File: config.mk
export PLATFORM = sky130hd
export DESIGN_NAME = bounded_positional_list_core_flat
export DESIGN_NICKNAME = d
export VERILOG_FILES = /design/src/rtl/core/bpl_pkg.sv /design/src/rtl/core/bpl_ifs.sv /design/src/rtl/core/bounded_positional_list_core.sv /design/src/rtl/core/bpl_ram.sv /design/src/rtl/core/bpl_idx_unit.sv /design/src/rtl/core/bpl_seq.sv /design/src/flat_wrapper.sv
export SDC_FILE = /design/constraint.sdc
export NUM_CORES = 1
export LEC_CHECK = 0
export BUFFER_PORTS_ARGS = -buffer_cell sky130_fd_sc_hd__buf_2
export CORE_ASPECT_RATIO = 1.1
export CORE_MARGIN = 2
export CORE_UTILIZATION = 40
export DETAILED_ROUTE_END_ITERATION = 10
export SYNTH_ARGS = -nofsm -noshare
export SYNTH_HDL_FRONTEND = slang
export SYNTH_SLANG_ARGS = --single-unit
File: constraint.sdc
create_clock -name clk -period 8.37 [get_ports clk]
set_input_delay 1.674 -clock clk [delete_from_list [all_inputs] [get_ports clk]]
set_output_delay 1.674 -clock clk [all_outputs]
set_load 0.01 [all_outputs]
File: src/rtl/core/bpl_pkg.sv
// Shared types and constants for the bounded positional list core.
package bpl_pkg;

  localparam int DEPTH_DEF      = 16;
  localparam int DATA_WIDTH_DEF = 32;

  localparam int FUNC_W = 2;
  localparam int POS_W  = 5;
  localparam int VAL_W  = 32;
  localparam int CAP_W  = 5;
  localparam int CNT_W  = 5;

  localparam logic [CAP_W-1:0] CAP_RESET = 5'd16;

  typedef enum logic [FUNC_W-1:0] {
    FN_APPEND = 2'd0,
    FN_INSERT = 2'd1,
    FN_DELETE = 2'd2,
    FN_READ   = 2'd3
  } func_t;

  typedef struct packed {
    logic [VAL_W-1:0] read_value;
    logic             status;
    logic [CNT_W-1:0] count;
    logic             is_full;
    logic             is_empty;
  } result_t;

endpackage

File: src/rtl/core/bpl_ifs.sv
// Channel interfaces for request, response and capacity beats.
interface bpl_req_if;
  logic                       valid;
  logic                       ready;
  logic [bpl_pkg::FUNC_W-1:0] func;
  logic [bpl_pkg::POS_W-1:0]  position;
  logic [bpl_pkg::VAL_W-1:0]  value;

  modport source(output valid, func, position, value, input ready);
  modport sink(input valid, func, position, value, output ready);
endinterface

interface bpl_rsp_if;
  logic                      valid;
  logic                      ready;
  logic [bpl_pkg::VAL_W-1:0] read_value;
  logic                      status;
  logic [bpl_pkg::CNT_W-1:0] count;
  logic                      is_full;
  logic                      is_empty;

  modport source(output valid, read_value, status, count, is_full, is_empty, input ready);
  modport sink(input valid, read_value, status, count, is_full, is_empty, output ready);
endinterface

interface bpl_cfg_if;
  logic                      valid;
  logic                      ready;
  logic [bpl_pkg::CAP_W-1:0] capacity;

  modport source(output valid, capacity, input ready);
  modport sink(input valid, capacity, output ready);
endinterface

File: src/rtl/core/bounded_positional_list_core.sv
// Sequence: append, insert at the end, refused op or delete of the last entry go straight to the
// done state; read passes a read-wait state; insert at p < n shifts the entries from p up, then writes
// at p; delete at p shifts the later entries down. Results leave via the response register.
// Flow: one request at a time; each shifted entry costs a read and a write pass through the entry
// RAM; idle again once the result enters the response register.
// Reset: count clears to zero and capacity to 16; entry storage is not cleared.
module bounded_positional_list_core #(
  parameter int DEPTH      = bpl_pkg::DEPTH_DEF,
  parameter int DATA_WIDTH = bpl_pkg::DATA_WIDTH_DEF
) (
  input  logic      clk,
  input  logic      rst,
  bpl_req_if.sink   req,
  bpl_rsp_if.source rsp,
  bpl_cfg_if.sink   cfg
);

  logic [bpl_pkg::CAP_W-1:0] capacity;
  logic                      res_valid;
  logic                      res_ready;
  bpl_pkg::result_t          res;
  logic                      rsp_valid;
  bpl_pkg::result_t          rsp_data;

  assign cfg.ready = 1'b1;

  always_ff @(posedge clk) begin
    if (rst) begin
      capacity <= bpl_pkg::CAP_RESET;
    end else if (cfg.valid) begin
      capacity <= cfg.capacity;
    end
  end

  bpl_seq #(
    .DEPTH     (DEPTH),
    .DATA_WIDTH(DATA_WIDTH)
  ) u_seq (
    .clk      (clk),
    .rst      (rst),
    .in_valid (req.valid),
    .in_ready (req.ready),
    .func     (bpl_pkg::func_t'(req.func)),
    .position (req.position),
    .value    (req.value),
    .capacity (capacity),
    .res_valid(res_valid),
    .res_ready(res_ready),
    .res      (res)
  );

  assign res_ready = !rsp_valid || rsp.ready;

  always_ff @(posedge clk) begin
    if (rst) begin
      rsp_valid <= 1'b0;
    end else if (res_ready) begin
      rsp_valid <= res_valid;
    end
  end

  always_ff @(posedge clk) begin
    if (res_ready && res_valid) begin
      rsp_data <= res;
    end
  end

  assign rsp.valid      = rsp_valid;
  assign rsp.read_value = rsp_data.read_value;
  assign rsp.status     = rsp_data.status;
  assign rsp.count      = rsp_data.count;
  assign rsp.is_full    = rsp_data.is_full;
  assign rsp.is_empty   = rsp_data.is_empty;

endmodule

File: src/rtl/core/bpl_ram.sv
// Generic single-write, single-read RAM with registered read data.
module bpl_ram #(
  parameter int WIDTH = bpl_pkg::DATA_WIDTH_DEF,
  parameter int DEPTH = bpl_pkg::DEPTH_DEF,
  localparam int AW   = (DEPTH > 1) ? $clog2(DEPTH) : 1
) (
  input  logic             clk,
  input  logic             we,
  input  logic [AW-1:0]    waddr,
  input  logic [WIDTH-1:0] wdata,
  input  logic [AW-1:0]    raddr,
  output logic [WIDTH-1:0] rdata
);

  logic [WIDTH-1:0] mem [DEPTH];

  always_ff @(posedge clk) begin
    if (we) begin
      mem[waddr] <= wdata;
    end
    rdata <= mem[raddr];
  end

endmodule

File: src/rtl/core/bpl_idx_unit.sv
// Shared index step unit: one increment or decrement and a limit compare.
module bpl_idx_unit #(
  parameter int W = 5
) (
  input  logic [W-1:0] idx,
  input  logic         up,
  input  logic [W-1:0] limit,
  output logic [W-1:0] step,
  output logic         hit
);

  assign step = up ? (idx + W'(1)) : (idx - W'(1));
  assign hit  = (step == limit);

endmodule

File: src/rtl/core/bpl_seq.sv
// Operation sequencer: list count, entry memory and one-step-per-pass shifting.
module bpl_seq #(
  parameter int DEPTH      = bpl_pkg::DEPTH_DEF,
  parameter int DATA_WIDTH = bpl_pkg::DATA_WIDTH_DEF
) (
  input  logic                      clk,
  input  logic                      rst,
  input  logic                      in_valid,
  output logic                      in_ready,
  input  bpl_pkg::func_t            func,
  input  logic [bpl_pkg::POS_W-1:0] position,
  input  logic [bpl_pkg::VAL_W-1:0] value,
  input  logic [bpl_pkg::CAP_W-1:0] capacity,
  output logic                      res_valid,
  input  logic                      res_ready,
  output bpl_pkg::result_t          res
);

  localparam int CW = $clog2(DEPTH + 1);
  localparam int W  = (CW > bpl_pkg::POS_W) ? CW : bpl_pkg::POS_W;
  localparam int AW = (DEPTH > 1) ? $clog2(DEPTH) : 1;

  typedef enum logic [5:0] {
    ST_IDLE      = 6'b000001,
    ST_SHIFT_RD  = 6'b000010,
    ST_SHIFT_WR  = 6'b000100,
    ST_PUT       = 6'b001000,
    ST_READ_WAIT = 6'b010000,
    ST_DONE      = 6'b100000
  } state_t;

  state_t                    state, state_next;
  logic [W-1:0]              used, used_next;
  logic [W-1:0]              idx, idx_next;
  logic [W-1:0]              limit, limit_next;
  bpl_pkg::func_t            op, op_next;
  logic [DATA_WIDTH-1:0]     val_r, val_next;
  logic [bpl_pkg::VAL_W-1:0] rd_r, rd_next;
  logic                      status_r, status_next;

  logic                  we;
  logic [AW-1:0]         waddr;
  logic [DATA_WIDTH-1:0] wdata;
  logic [AW-1:0]         raddr;
  logic [DATA_WIDTH-1:0] rdata;

  logic [W-1:0] step;
  logic         hit;

  logic [W-1:0] cap_w, depth_w, cap_eff, pos_w;
  logic [W-1:0] start, lim;
  logic         full, ok;

  bpl_ram #(
    .WIDTH(DATA_WIDTH),
    .DEPTH(DEPTH)
  ) u_ram (
    .clk  (clk),
    .we   (we),
    .waddr(waddr),
    .wdata(wdata),
    .raddr(raddr),
    .rdata(rdata)
  );

  bpl_idx_unit #(
    .W(W)
  ) u_idx (
    .idx  (idx),
    .up   (op == bpl_pkg::FN_DELETE),
    .limit(limit),
    .step (step),
    .hit  (hit)
  );

  assign cap_w   = W'(capacity);
  assign depth_w = W'(DEPTH);
  assign cap_eff = (cap_w > depth_w) ? depth_w : cap_w;
  assign pos_w   = W'(position);
  assign full    = (used >= cap_eff);

  always_comb begin
    unique case (func)
      bpl_pkg::FN_APPEND: begin
        ok    = !full;
        start = used;
        lim   = used;
      end
      bpl_pkg::FN_INSERT: begin
        ok    = !full && (pos_w <= used);
        start = used;
        lim   = pos_w;
      end
      bpl_pkg::FN_DELETE: begin
        ok    = (pos_w < used);
        start = pos_w;
        lim   = used - W'(1);
      end
      default: begin
        ok    = (pos_w < used);
        start = pos_w;
        lim   = pos_w;
      end
    endcase
  end

  assign in_ready = (state == ST_IDLE);

  always_comb begin
    state_next  = state;
    used_next   = used;
    idx_next    = idx;
    limit_next  = limit;
    op_next     = op;
    val_next    = val_r;
    rd_next     = rd_r;
    status_next = status_r;
    we          = 1'b0;
    waddr       = limit[AW-1:0];
    wdata       = val_r;
    raddr       = step[AW-1:0];
    unique case (state)
      ST_IDLE: begin
        if (in_valid) begin
          op_next     = func;
          val_next    = DATA_WIDTH'(value);
          rd_next     = '0;
          status_next = !ok;
          idx_next    = start;
          limit_next  = lim;
          if (!ok) begin
            state_next = ST_DONE;
          end else begin
            unique case (func)
              bpl_pkg::FN_APPEND, bpl_pkg::FN_INSERT: begin
                if (start == lim) begin
                  we         = 1'b1;
                  waddr      = lim[AW-1:0];
                  wdata      = DATA_WIDTH'(value);
                  used_next  = used + W'(1);
                  state_next = ST_DONE;
                end else begin
                  state_next = ST_SHIFT_RD;
                end
              end
              bpl_pkg::FN_DELETE: begin
                if (start == lim) begin
                  used_next  = used - W'(1);
                  state_next = ST_DONE;
                end else begin
                  state_next = ST_SHIFT_RD;
                end
              end
              default: begin
                raddr      = pos_w[AW-1:0];
                state_next = ST_READ_WAIT;
              end
            endcase
          end
        end
      end
      ST_SHIFT_RD: begin
        state_next = ST_SHIFT_WR;
      end
      ST_SHIFT_WR: begin
        we       = 1'b1;
        waddr    = idx[AW-1:0];
        wdata    = rdata;
        idx_next = step;
        if (hit) begin
          if (op == bpl_pkg::FN_DELETE) begin
            used_next  = used - W'(1);
            state_next = ST_DONE;
          end else begin
            state_next = ST_PUT;
          end
        end else begin
          state_next = ST_SHIFT_RD;
        end
      end
      ST_PUT: begin
        we         = 1'b1;
        used_next  = used + W'(1);
        state_next = ST_DONE;
      end
      ST_READ_WAIT: begin
        rd_next    = bpl_pkg::VAL_W'(rdata);
        state_next = ST_DONE;
      end
      ST_DONE: begin
        if (res_ready) begin
          state_next = ST_IDLE;
        end
      end
      default: begin
        state_next = ST_IDLE;
      end
    endcase
  end

  always_ff @(posedge clk) begin
    if (rst) begin
      state <= ST_IDLE;
      used  <= '0;
    end else begin
      state <= state_next;
      used  <= used_next;
    end
  end

  always_ff @(posedge clk) begin
    idx      <= idx_next;
    limit    <= limit_next;
    op       <= op_next;
    val_r    <= val_next;
    rd_r     <= rd_next;
    status_r <= status_next;
  end

  assign res_valid      = (state == ST_DONE);
  assign res.read_value = rd_r;
  assign res.status     = status_r;
  assign res.count      = used[bpl_pkg::CNT_W-1:0];
  assign res.is_full    = full;
  assign res.is_empty   = (used == '0);

  a_used_bound: assert property (@(posedge clk) disable iff (rst)
    used <= depth_w)
    else $error("list count above depth");

  a_busy_after_accept: assert property (@(posedge clk) disable iff (rst)
    (in_valid && in_ready) |=> !in_ready)
    else $error("request taken while busy");

  a_done_holds_count: assert property (@(posedge clk) disable iff (rst)
    (state == ST_DONE) |=> $stable(used))
    else $error("count moved while result pending");

  a_shift_in_range: assert property (@(posedge clk) disable iff (rst)
    (state == ST_SHIFT_RD || state == ST_SHIFT_WR) |-> (idx < depth_w && step < depth_w))
    else $error("shift index out of range");

endmodule

File: src/flat_wrapper.sv
// flat-port wrapper written by rule: the top's interface ports become plain ports
module bounded_positional_list_core_flat 
#(
  parameter int DEPTH      = bpl_pkg::DEPTH_DEF,
  parameter int DATA_WIDTH = bpl_pkg::DATA_WIDTH_DEF
)
  (clk, rst, req_valid, req_func, req_position, req_value, req_ready, rsp_valid, rsp_read_value, rsp_status, rsp_count, rsp_is_full, rsp_is_empty, rsp_ready, cfg_valid, cfg_capacity, cfg_ready);
  bpl_req_if req_i ();
  bpl_rsp_if rsp_i ();
  bpl_cfg_if cfg_i ();
  input  logic clk;
  input  logic rst;
  input wire logic [$bits(req_i.valid)-1:0] req_valid;
  input wire logic [$bits(req_i.func)-1:0] req_func;
  input wire logic [$bits(req_i.position)-1:0] req_position;
  input wire logic [$bits(req_i.value)-1:0] req_value;
  output wire logic [$bits(req_i.ready)-1:0] req_ready;
  output wire logic [$bits(rsp_i.valid)-1:0] rsp_valid;
  output wire logic [$bits(rsp_i.read_value)-1:0] rsp_read_value;
  output wire logic [$bits(rsp_i.status)-1:0] rsp_status;
  output wire logic [$bits(rsp_i.count)-1:0] rsp_count;
  output wire logic [$bits(rsp_i.is_full)-1:0] rsp_is_full;
  output wire logic [$bits(rsp_i.is_empty)-1:0] rsp_is_empty;
  input wire logic [$bits(rsp_i.ready)-1:0] rsp_ready;
  input wire logic [$bits(cfg_i.valid)-1:0] cfg_valid;
  input wire logic [$bits(cfg_i.capacity)-1:0] cfg_capacity;
  output wire logic [$bits(cfg_i.ready)-1:0] cfg_ready;
  assign req_i.valid = req_valid;
  assign req_i.func = req_func;
  assign req_i.position = req_position;
  assign req_i.value = req_value;
  assign req_ready = req_i.ready;
  assign rsp_valid = rsp_i.valid;
  assign rsp_read_value = rsp_i.read_value;
  assign rsp_status = rsp_i.status;
  assign rsp_count = rsp_i.count;
  assign rsp_is_full = rsp_i.is_full;
  assign rsp_is_empty = rsp_i.is_empty;
  assign rsp_i.ready = rsp_ready;
  assign cfg_i.valid = cfg_valid;
  assign cfg_i.capacity = cfg_capacity;
  assign cfg_ready = cfg_i.ready;
  bounded_positional_list_core #(.DEPTH(DEPTH), .DATA_WIDTH(DATA_WIDTH)) u_core (.clk(clk), .rst(rst), .req(req_i), .rsp(rsp_i), .cfg(cfg_i));
endmodule
* Word level (Yosys, flattened, before mapping)
Memory sizes are Yosys's and may differ from the RTL's. A register that Yosys moved wholly into a read port is not among the register bits. Index checks and enable logic that the tools add are counted.
Word-level totals: bits in registers 134, RAM bits 512, output and inout port bits 43, memories kept 1
Operators by class: add/subtract/negate cells 4, order comparisons 4, eq/ne operators 19, muxes and demuxes 46, reduce and logical (&&, ||, !) cells 20
Memories:
- u_core.u_seq.u_ram.mem | words 16, width 32, read ports 1, clocked after Yosys merged registers in 1, write ports 1, RTL line bpl_ram.sv:15 | logic [WIDTH-1:0] mem [DEPTH];
Operators with widths (count):
- two-way mux 32 bit | 5
- case mux 32 bit (2 select lines) | 2
- two-way mux 5 bit | 10
- two-way mux 6 bit | 7
- two-way mux 4 bit | 8
- case mux 5 bit (2 select lines) | 3
- case mux 6 bit (5 select lines) | 1
- case mux 5 bit (3 select lines) | 1
- adder 5 x 1 -> 5 bit (second input constant) | 2
- == test 5 bit | 2
- subtractor 5 x 1 -> 5 bit (second input constant) | 2
- case mux 4 bit (2 select lines) | 1
- AND reduction 2 bit | 4
- AND reduction 8 bit | 1
- == test 6 x 1 -> 1 bit (second input constant) | 1
- == test 6 x 2 -> 1 bit (second input constant) | 1
- == test 6 x 3 -> 1 bit (second input constant) | 1
- == test 6 x 4 -> 1 bit (second input constant) | 1
- == test 6 x 5 -> 1 bit (second input constant) | 1
- == test 6 bit (second input constant) | 1
- two-way mux 1 bit | 6
- != test 2 bit (second input constant) | 3
- != test 3 x 2 -> 1 bit (second input constant) | 2
- OR reduction 2 bit | 3
- other kinds (17) | 24

* Depth between registers and ports, before layout
Gate-level depths: netlist of run 1.
depth in word-level cells 11, depth in mapped cells 13, gate-level depth less buffers 10

* Modules after synthesis
From an unflattened synthesis of run 1, not the netlist that was laid out.
Unflattened totals: cells, all modules 1329, area, all modules 26163.8 µm²
Modules (own cells, without submodules):
- bpl_ram | times used 1, cells each 838, area an instance 19835.3 µm², sequential area each 16015.4 µm²
- bpl_seq | times used 1, cells each 403, area an instance 4668.2 µm², sequential area each 2532.4 µm²
- bounded_positional_list_core | times used 1, cells each 63, area an instance 1435.1 µm², sequential area each 1321.3 µm²
- bpl_idx_unit | times used 1, cells each 25, area an instance 225.2 µm², sequential area each 0.0 µm²

* Worst setup path before layout of run 1
No wires, ideal clock.
path type in2reg, from input port req_position[0], to memory u_core.u_seq.u_ram.mem[0][0] (netlist name), enable pin, library setup time 0.502 ns, arrival time 7.028 ns, data required time 7.868 ns, path slack 0.841 ns, cell stages on the path 10, buffers on the path 1, cell sequence clkbuf_1 > inv_1 > ha_1 > nand2_1 > o21ai_0 > o21ba_2 > nor4b_2 > nor2_1 > a221o_1 > nor4_1
On the way: longest elaborated chain between the ends 9, elaborated cells on any way between the ends 19
RTL lines:
- start: declaration | RTL line flat_wrapper.sv:15 | input wire logic [$bits(req_i.position)-1:0] req_position;
- branches (longest 9 deep; another with less-or-equal comparator 5 bit)
- end: declaration | RTL line bpl_ram.sv:15
Several ways; the timed one is not identified.

* Final worst setup path of run 1
from input port req_position[0], to memory u_core.u_seq.u_ram.mem[12][8] (netlist name), enable pin
Same word-level chain as after synthesis.

==> impl_metrics.json, run 1 <==
{
  "max_cap_violations": 0,
  "die_h_um": 275,
  "viasPerCell": 5.78,
  "critPathCaptureType": "register",
  "post-route-util": 0.459,
  "cts_tree": "built",
  "pre_cts_slack_ns": 2.13,
  "coreArea_um2": 66300,
  "period_needed_ns": 5.63,
  "worstHoldPathType": "reg -> reg",
  "area_growth_pct": 13.6,
  "grt_pass1_vias": 16400,
  "grt_max_degree": 216,
  "drive_above_1_share": 0.135,
  "grt_overflow": 0,
  "ys_seq_area_frac": 0.743,
  "slew_violations": 0,
  "clkTransAtPathRegs_ns": 0.06,
  "place.gp.congestion": 0.863,
  "drt-initial-drc-count": 1492,
  "tns_ns": 0,
  "ys_ff_latch": 678,
  "track_usage": 0.201,
  "required_ns": 8.60,
  "hold_buffers": 0,
  "cts_made_buffers": 67,
  "synth_top_area_cell": "edfxtp_1",
  "postPlaceCellArea_um2": 28200,
  "finalNonFillerCells": 2890,
  "root_buffer": "clkbuf_16",
  "synth_cell_type_count": 72,
  "final_nets": 2045,
  "ir_drop_mv": 0.341,
  "synth_area_um2": 26800,
  "fmax_mhz": 178,
  "synthArstFlopShare": 0,
  "avgSynthCellArea_um2": 14.1,
  "stdcell_area_um2": 30400,
  "clock_skew_ns": 0.0230,
  "synth.area.top_cells": "edfxtp_1, a21oi_1, nand2_1",
  "grt_pass1_wl_um": 104000,
  "drt-wirelength-per-cell_um": 24.3,
  "clock_latency_ns": 0.61,
  "dr.pass1.iters": 5,
  "die_x_um": 251,
  "via_count": 16700,
  "cp_max_fo": 26,
  "slew_headroom": 0.173,
  "crit_arrival_ns": 5.86,
  "start_kind": "input port",
  "final_common_cell": "edfxtp_1",
  "rows": 99,
  "postCtsSetupRepairBufs": 0,
  "status": "finished, final reports clean",
  "cts_resized": 0,
  "hpwl_um": 37300,
  "power_density_nw_per_um2": 322,
  "ant_nets": 0,
  "dieArea_um2": 69000,
  "final-setup-viol-count": 0,
  "initial_utilization": 0.404,
  "ys_warn_count": 0,
  "routed_wl_um": 70300,
  "antenna_found_initial": 7,
  "synth_edf_count": 629,
  "tightest_slew_ns": 1.21,
  "syn_inst": 1899,
  "syn_nets": 1965,
  "place_inst": 2768,
  "layout_common_cells": "edfxtp_1, nand2_1, a21oi_1",
  "ios": 92,
  "clock_sinks": 678,
  "htree_levels": 3,
  "drc_errors": 0,
  "portBuffers": 90,
  "setup_ws_ns": 2.74,
  "synthFlopType": "edfxtp_1",
  "rsz0062_at_grt": "no",
  "leakage_nw": 10.3,
  "timing.final.crit_share": 0.672,
  "clk_path_buf_depth": 3,
  "path_class": "in -> reg",
  "hold_viol": 0,
  "yosys.area.top_type_share": 0.706
}
==> per-layer routing <==
| layer | global-route usage | up-vias | part of all wire |
|---|---|---|---|
| met5 | 0 | - | 0.00084 |
| met4 | 0.0733 | 10 | 0.026 |
| met3 | 0.0301 | 117 | 0.061 |
| met2 | 0.343 | 609 | 0.49 |
| met1 | 0.261 | 8539 | 0.42 |
| li1 | - | 7437 | - |
==> final cells by class <==
type                            count  area (µm²)
Tap cell                          858        1070
Multi-Input combinational cell   1077        6340
Clock inverter                     27         293
Clock buffer                       94        1890
Timing Repair Buffer              137         853
Fill cell                        5752       35900
Antenna cell                        1        2.50
Sequential cell                   678       19900
Inverter                           18        67.6
==> cells in the mapped netlist, drive strengths merged (3+ instances only) <==
cell	n
nor3	19
inv	18
buf	61
and3	4
or2	3
nand3	8
and2	36
clkbuf	65
nand2b	6
nand3b	3
nor2b	3
nor2	27
a21oi	271
xor2	7
a22o	3
dfxtp	49
a22oi	31
or3	3
or4	34
mux2	3
edfxtp	629
o21ai	22
o211ai	4
nor3b	3
xnor2	17
a211oi	4
nand2	358
nand4	3
ha	16
nor4	8
mux2i	12
a221oi	131
==> critical path: stages <==
cell and delay [ns]:
buf_2 0.23, inv_1 0.17, ha_1 0.32, nand2_1 0.06
o21ai_0 0.20, o21ba_2 0.23, nor4b_4 0.84, buf_4 0.36
nor2_4 0.07, a221o_1 0.50, nor3_2 0.59, buf_4 0.59
==> path summary, 6_finish.rpt <==
check | from | endpoint | slack (ns) | cells after the start
max | req_position[0] | u_core.u_seq.u_ram.mem[12][8] | 2.74 | 12
min | u_core.u_seq.rd_r[30] | u_core.rsp.read_value[30] | 0.41 | 0
max reg2reg | u_core.u_seq.used[0] | u_core.u_seq.u_ram.mem[12][8] | 2.83 | 11
min reg2reg | u_core.u_seq.rd_r[30] | u_core.rsp.read_value[30] | 0.41 | 0
==> sequential cells by signal, summed over array words and instances (netlist names), 2 cells and up <==
name / count
u_core.u_seq.state: 6
u_core.capacity: 5
u_core.u_seq.idx: 5
u_core.u_seq.u_ram.rdata: 32
u_core.u_seq.used: 5
u_core.u_seq.op: 2
u_core.u_seq.rd_r: 32
u_core.u_seq.limit: 5
u_core.rsp.read_value: 32
u_core.rsp.count: 5
u_core.u_seq.u_ram.mem: 512
u_core.u_seq.val_r: 32
==> power breakdown <==
part,switching [W],internal [W]
Clock,0.00127,0.00174
Combinational,0.00184,0.000729
Sequential,0.000116,0.00410
==> per-stage QoR <==
stage          power, W  hold WS (ns)
2_1_floorplan   0.00604         0.400
5_1_grt          0.0102         0.422
6_report        0.00978         0.414
4_1_cts         0.00983         0.414
3_3_place_gp    0.00677         0.401
3_5_place_dp    0.00684         0.405
==> logic make-up after synthesis <==
logic type / share of synthesized area
AOI/OAI and AO/OA: 0.117
xor gates and xnor gates: 0.00870
adders and majority gates: 0.00823
buffers and inverters: 0.0261
DFF: 0.743
muxes: 0.00617
other: 0.000140
and+or+nand+nor: 0.0905
Power figures use the tool's default switching activity.
==> inputs of run 2 (changes only) <==
==> constraint.sdc (replaced) <==
create_clock -name clk -period 5.6 [get_ports clk]
set_input_delay 1.12 -clock clk [delete_from_list [all_inputs] [get_ports clk]]
set_output_delay 1.12 -clock clk [all_outputs]
set_load 0.01 [all_outputs]
==> impl_metrics.json, run 2 (synthesis results as in run 1) <==
{
  "drt-wirelength-per-cell_um": 23.0,
  "track_usage": 0.192,
  "crit_buf_inv": 5,
  "layout_common_cells": "edfxtp_1, nand2_1, a21oi_1",
  "drt-initial-drc-count": 1693,
  "slowest_stage": "o31ai_1",
  "required_ns": 5.88,
  "use_met1": 0.249,
  "cp_max_fo": 23,
  "cts_resized": 0,
  "clock_skew_ns": 0.0220,
  "path_class": "reg -> reg",
  "final_common_cell": "edfxtp_1",
  "clock_latency_ns": 0.60,
  "cts_tree": "built",
  "ant_nets": 0,
  "path_cells": "inv_1 > ha_1 > nand2b_1 > a211oi_1 > o31ai_1 > nor4b_4 > buf_4 > nor2_4 > buf_4 > a221oi_2 > buf_4 > nor3_4 > buf_12",
  "area_growth_pct": 14.6,
  "slew_violations": 0,
  "hold_buffers": 0,
  "max_cap_violations": 0,
  "drc_errors": 0,
  "postCtsSetupRepairBufs": 0,
  "die_h_um": 275,
  "worstHoldPathType": "reg -> reg",
  "rsz0062_at_grt": "no",
  "tns_ns": 0,
  "status": "finished, final reports clean",
  "start_kind": "register",
  "ios": 92,
  "critPathCaptureType": "register",
  "final_nets": 2058,
  "period_needed_ns": 4.74,
  "clock_sinks": 678,
  "grt_most_used_layer": "met2",
  "slew_headroom": 0.290,
  "rows": 99,
  "clk_path_buf_depth": 3,
  "power_w": 0.0146,
  "ir_drop_mv": 0.344,
  "htree_levels": 3,
  "dieArea_um2": 69000,
  "viasPerCell": 5.67,
  "routed_wl_um": 66800,
  "largest_register_ffs": 512,
  "root_buffer": "clkbuf_16",
  "diodes": 0,
  "grt_overflow": 0,
  "drive_above_1_share": 0.139,
  "grt_pass1_wl_um": 100000,
  "grt_pass1_vias": 16300,
  "hold_viol": 0,
  "clkTransAtPathRegs_ns": 0.06,
  "timing.final.crit_share": 0.846,
  "cts_made_buffers": 66,
  "fmax_mhz": 211,
  "coreArea_um2": 66300,
  "portBuffers": 90,
  "via_count": 16500,
  "final-setup-viol-count": 0,
  "crit_family": "buffers and inverters",
  "dr.pass1.iters": 6,
  "fillers": 5720,
  "place.gp.congestion": 0.906,
  "met2_usage": 0.329,
  "crit_arrival_ns": 5.03,
  "use_met3": 0.0321,
  "initial_utilization": 0.404,
  "die_x_um": 251,
  "leakage_nw": 10.4,
  "hpwl_um": 37800,
  "grt_max_degree": 91,
  "antenna_found_initial": 2,
  "cpPeakStageDelay_ns": 0.89,
  "power_density_nw_per_um2": 477,
  "top_register": "u_core.u_seq.u_ram.mem",
  "cpMostUsedCell": "buf_4",
  "tightest_slew_ns": 1.06
}
[run 2: cell count changes in the layout (fill, tap and decap cells not counted), moves of 4 or more]
cell and change:
buf_12 +10, clkinv_1 +7, nor4_2 -4, buf_4 +4, nor4_4 +4, clkbuf_8 -6
nor3_4 +8, nor3_2 -8
[run 2: routing by layer]
metal / wire length (µm) / vias to the layer above
li1: - / 7463
met4: 1660 / 4
met2: 32700 / 596
met5: 27 / -
met1: 28300 / 8266
met3: 4120 / 123
[run 2: worst paths after layout]
check	from	endpoint	slack, ns	cells past startpoint
worst min-delay path	u_core.u_seq.rd_r[27]	u_core.rsp.read_value[27]	0.42	0
worst min register to register	u_core.u_seq.rd_r[27]	u_core.rsp.read_value[27]	0.42	0
worst max-delay path	u_core.u_seq.used[0]	u_core.u_seq.u_ram.mem[15][9]	0.86	13
worst max register to register	u_core.u_seq.used[0]	u_core.u_seq.u_ram.mem[15][9]	0.86	13
[run 2: final cells by class]
| class | instances | area [µm²] | area share |
|---|---|---|---|
| Clock buffer | 85 | 1800 | 0.0586 |
| Multi-Input combinational cell | 1077 | 6440 | 0.210 |
| Tap cell | 858 | 1070 | 0.0350 |
| Timing Repair Buffer | 151 | 1080 | 0.0354 |
| Clock inverter | 33 | 315 | 0.0103 |
| Sequential cell | 678 | 19900 | 0.648 |
| Inverter | 18 | 67.6 | 0.00220 |
[run 2: power breakdown]
group          switching [W]  internal (W)
registers           0.000180       0.00612
logic                0.00276       0.00119
clock network        0.00183       0.00254
[run 2: metrics by stage]
stage                      util  hold WS [ns]  instances  setup slack, ns  area, µm²
final                     0.462         0.417       2900            0.860      30600
after global routing      0.462         0.428       2900            0.594      30600
after CTS                 0.462         0.417       2900            0.907      30600
after detailed placement  0.431         0.405       2782            0.898      28500
after global placement    0.431         0.402       2782            0.965      28500
after floorplan               -         0.400       1899           -0.576      26900
